===== src/hw/rtl/tqvu_ram.sv =====
// generic single write port, single read port ram with registered read data
// no dependencies
module tqvu_ram #(
  parameter int WIDTH = 32,
  parameter int DEPTH = 128
) (
  input  logic                     clk,
  input  logic                     we,
  input  logic [$clog2(DEPTH)-1:0] waddr,
  input  logic [WIDTH-1:0]         wdata,
  input  logic                     re,
  input  logic [$clog2(DEPTH)-1:0] raddr,
  output logic [WIDTH-1:0]         rdata
);

  logic [WIDTH-1:0] mem [DEPTH];

  always_ff @(posedge clk) begin
    if (we) begin
      mem[waddr] <= wdata;
    end
    if (re) begin
      rdata <= mem[raddr];
    end
  end

endmodule


===== config.mk =====
export PLATFORM = sky130hd
export DESIGN_NAME = tqvu_ram
export DESIGN_NICKNAME = d
export VERILOG_FILES = /design/src/hw/rtl/tqvu_ram.sv
export SDC_FILE = /design/constraint.sdc
export NUM_CORES = 2
export LEC_CHECK = 0
export ABC_AREA = 1
export BUFFER_PORTS_ARGS = -buffer_cell sky130_fd_sc_hd__buf_2
export CAP_MARGIN = 10
export CORE_MARGIN = 5
export CORE_UTILIZATION = 40
export CTS_CLUSTER_DIAMETER = 120
export DETAILED_ROUTE_END_ITERATION = 10
export PLACE_DENSITY_LB_ADDON = 0.25
export SETUP_SLACK_MARGIN = 0.3
export SLEW_MARGIN = 20
export SYNTH_ARGS = -nofsm -noshare
export SYNTH_HDL_FRONTEND = slang
export SYNTH_SLANG_ARGS = --single-unit

===== constraint.sdc =====
create_clock -name clk -period 3.1 [get_ports clk]
set_clock_uncertainty 0.05 [all_clocks]
set_input_delay 0.62 -clock clk [delete_from_list [all_inputs] [get_ports clk]]
set_output_delay 0.62 -clock clk [all_outputs]
set_load 0.005 [all_outputs]

==> metrics.yaml <==
floorplan:
  die_x_um: 652
  io_pins: 81
  core_area_um2: 410000
  rows: 235
  die_y_um: 652
  dieArea_um2: 425000
  start_util: 0.402
power_and_ir_drop:
  seqPwrFrac: 0.513
  max-vdd-ir-drop_uv: 553
  p_per_area_nw_per_um2: 625
  p_leak_nw: 67.0
  clkPwrFrac: 0.420
  switching_share: 0.229
  p_total_mw: 120
  p_sw_mw: 27.5
  p_comb_frac: 0.067
  intPower_mw: 92.9
worst_setup_path:
  critical_path.startpoint_type: "register"
  timing.critical_path.buf_inv: 1
  max_stage_delay_ps: 840
  arrival_ps: 2070
  worstPathCellList: "buf_2"
  critical_path_required_ps: 2430
  critical_path_class: "reg2out"
  crit_family: "flip-flops"
  crit_path_max_fanout: 2
  r2r_slack_ps: 680
  cp-end-kind: "output port"
  cp-startpoint: "rdata[1]$_DFFE_PP_"
  slowest_stage: "edfxtp_1"
  r2r-start: "mem[23][1]$_DFFE_PP_"
placement:
  placed_area_um2: 179000
  gp_congestion: 0.816
  portBuffers: 80
  dp.final_hpwl_um: 293000
  pre_cts_ws_ps: -424
  dp_cells: 18795
routing:
  drt-vias-per-instance: 5.57
  vias: 109257
  ant_nets: 0
  detail_route.wl_per_cell_um: 26.1
  wl_um: 511000
  drtIter0Drc: 13433
  drc: 0
  firstDrtPassIters: 5
synthesis:
  yosysTopAreaCell: "edfxtp_1"
  synth_seq_area_share: 0.751
  async_flop_share: 0
  synth_common_cells: "nand2_1, edfxtp_1, nand3_1"
  ys.warnings.count: 0
  netlist_instances: 13389
  syn_area_per_cell_um2: 12.3
  synth_top_area_frac: 0.751
  ys.flop_type: "edfxtp_1"
  synth_edf_count: 4128
  synth_cell_types: 14
  syn_nets: 13438
  yosysMostFrequentCell: "nand2_1"
  synth_seq_cells: 4128
  synthTopCellsByArea: "edfxtp_1, nand3_1, nand2_1, buf_2, buf_4"
  netlist_area_um2: 165000
sta:
  rsz0062_at_grt: "no"
  slew_viol_final: 0
  hold_viol: 0
  finalSetupViolCount: 0
  post-route-worst-setup-slack_ps: 359
  period_minus_slack_ps: 2740
  tightest_slew_ps: 912
  slew_headroom: 0.392
  whs_ps: 89.2
  period_share: 0.884
  fmax_ghz: 0.365
  finalSetupTns_ps: 0
run:
  cap_violations: 0
final_layout:
  design_area_um2: 193000
  finalNetCount: 13828
  area_delta_synth_final_pct: 16.9
  finish.utilization: 0.470
  instances_no_fill: 19623
  drive_above_1_share: 0.112
clock_network:
  cts.clk_slew.worst_paths_ps: 60
  cts_tree: "built"
  cts_setup_buffers: 0
  cts_buffers: 431
  htreeDepth: 5
  insertion_delay_ps: 990
  clk_path_buf_depth: 4
  numClockSinks: 4128
  cts_root_buf: "clkbuf_16"
grt:
  grt_use_total: 0.234
  grt_max_degree: 129
  grt_pass1_vias: 102166
  antenna_found_initial: 32
  grt_pass1_wl_um: 736000
  grt-ovfl-total: 0
hold_path:
  hold_class: "in2reg"
  hp-start: "wdata[4]"
run_status:
  status: "complete, no violations"
==> routing by layer <==
metal,routed length (um),up-vias,track usage
li1,-,48895,-
met1,219000,54728,0.339
met2,232000,4846,0.361
met3,43800,782,0.0374
met4,17500,6,0.0743
met5,37,-,0
==> state kept, by name (all words and copies together), names as in the netlist <==
signal and cells:
rdata 32, mem 4096
==> layout by cell type (no fill, tap or decap), drive strengths merged, types with 6 or more instances in the layout <==
cell type	count
edfxtp	4128
diode	33
inv	31
nand3	4035
nor2	134
bufinv	39
clkinvlp	6
nand2	4151
clkinv	206
clkbuf	535
nor3	8
buf	864
==> cells by family (layout without fill, tap and decap cells) <==
kind of cell,count (synthesis),after routing,synth area share
DFF,4128,4128,0.751
buffers and inverters,933,1683,0.0284
other,0,33,0
and+or+nand+nor,8328,8328,0.220
==> path summary, 6_finish.rpt <==
kind | endpoint | cells after the start
hold reg to reg | rdata[22]$_DFFE_PP_ | 8
hold / removal | mem[106][4]$_DFFE_PP_ | 1
setup reg to reg | rdata[1]$_DFFE_PP_ | 8
setup / recovery | rdata[1] | 1
==> final cells by class <==
type	instances	area [um^2]
clock inverters	258	2470
multi-input cells	8328	37300
diodes	33	82.6
inverters	24	144
flip-flops and latches	4128	124000
well taps	5451	6820
clock buffers	535	11300
fillers	36054	217000
repair buffers	866	10900
==> what timing repair did <==
action	CTS	global route
gates resized for setup	2	0
hold buffers	2	0
hold endpoints to repair	5	0
endpoints found under the setup margin	2	0
==> power groups by stage <==
stage	clock network (mW)	logic [mW]	registers, mW
floorplan	0	3.71	62.9
global placement	0	7.89	63.0
detailed placement	0	7.93	63.0
CTS	51.3	7.96	61.9
global route	53.6	8.57	61.8
finish	50.6	8.02	61.8
No activity file was read; power rests on OpenSTA's default activity.
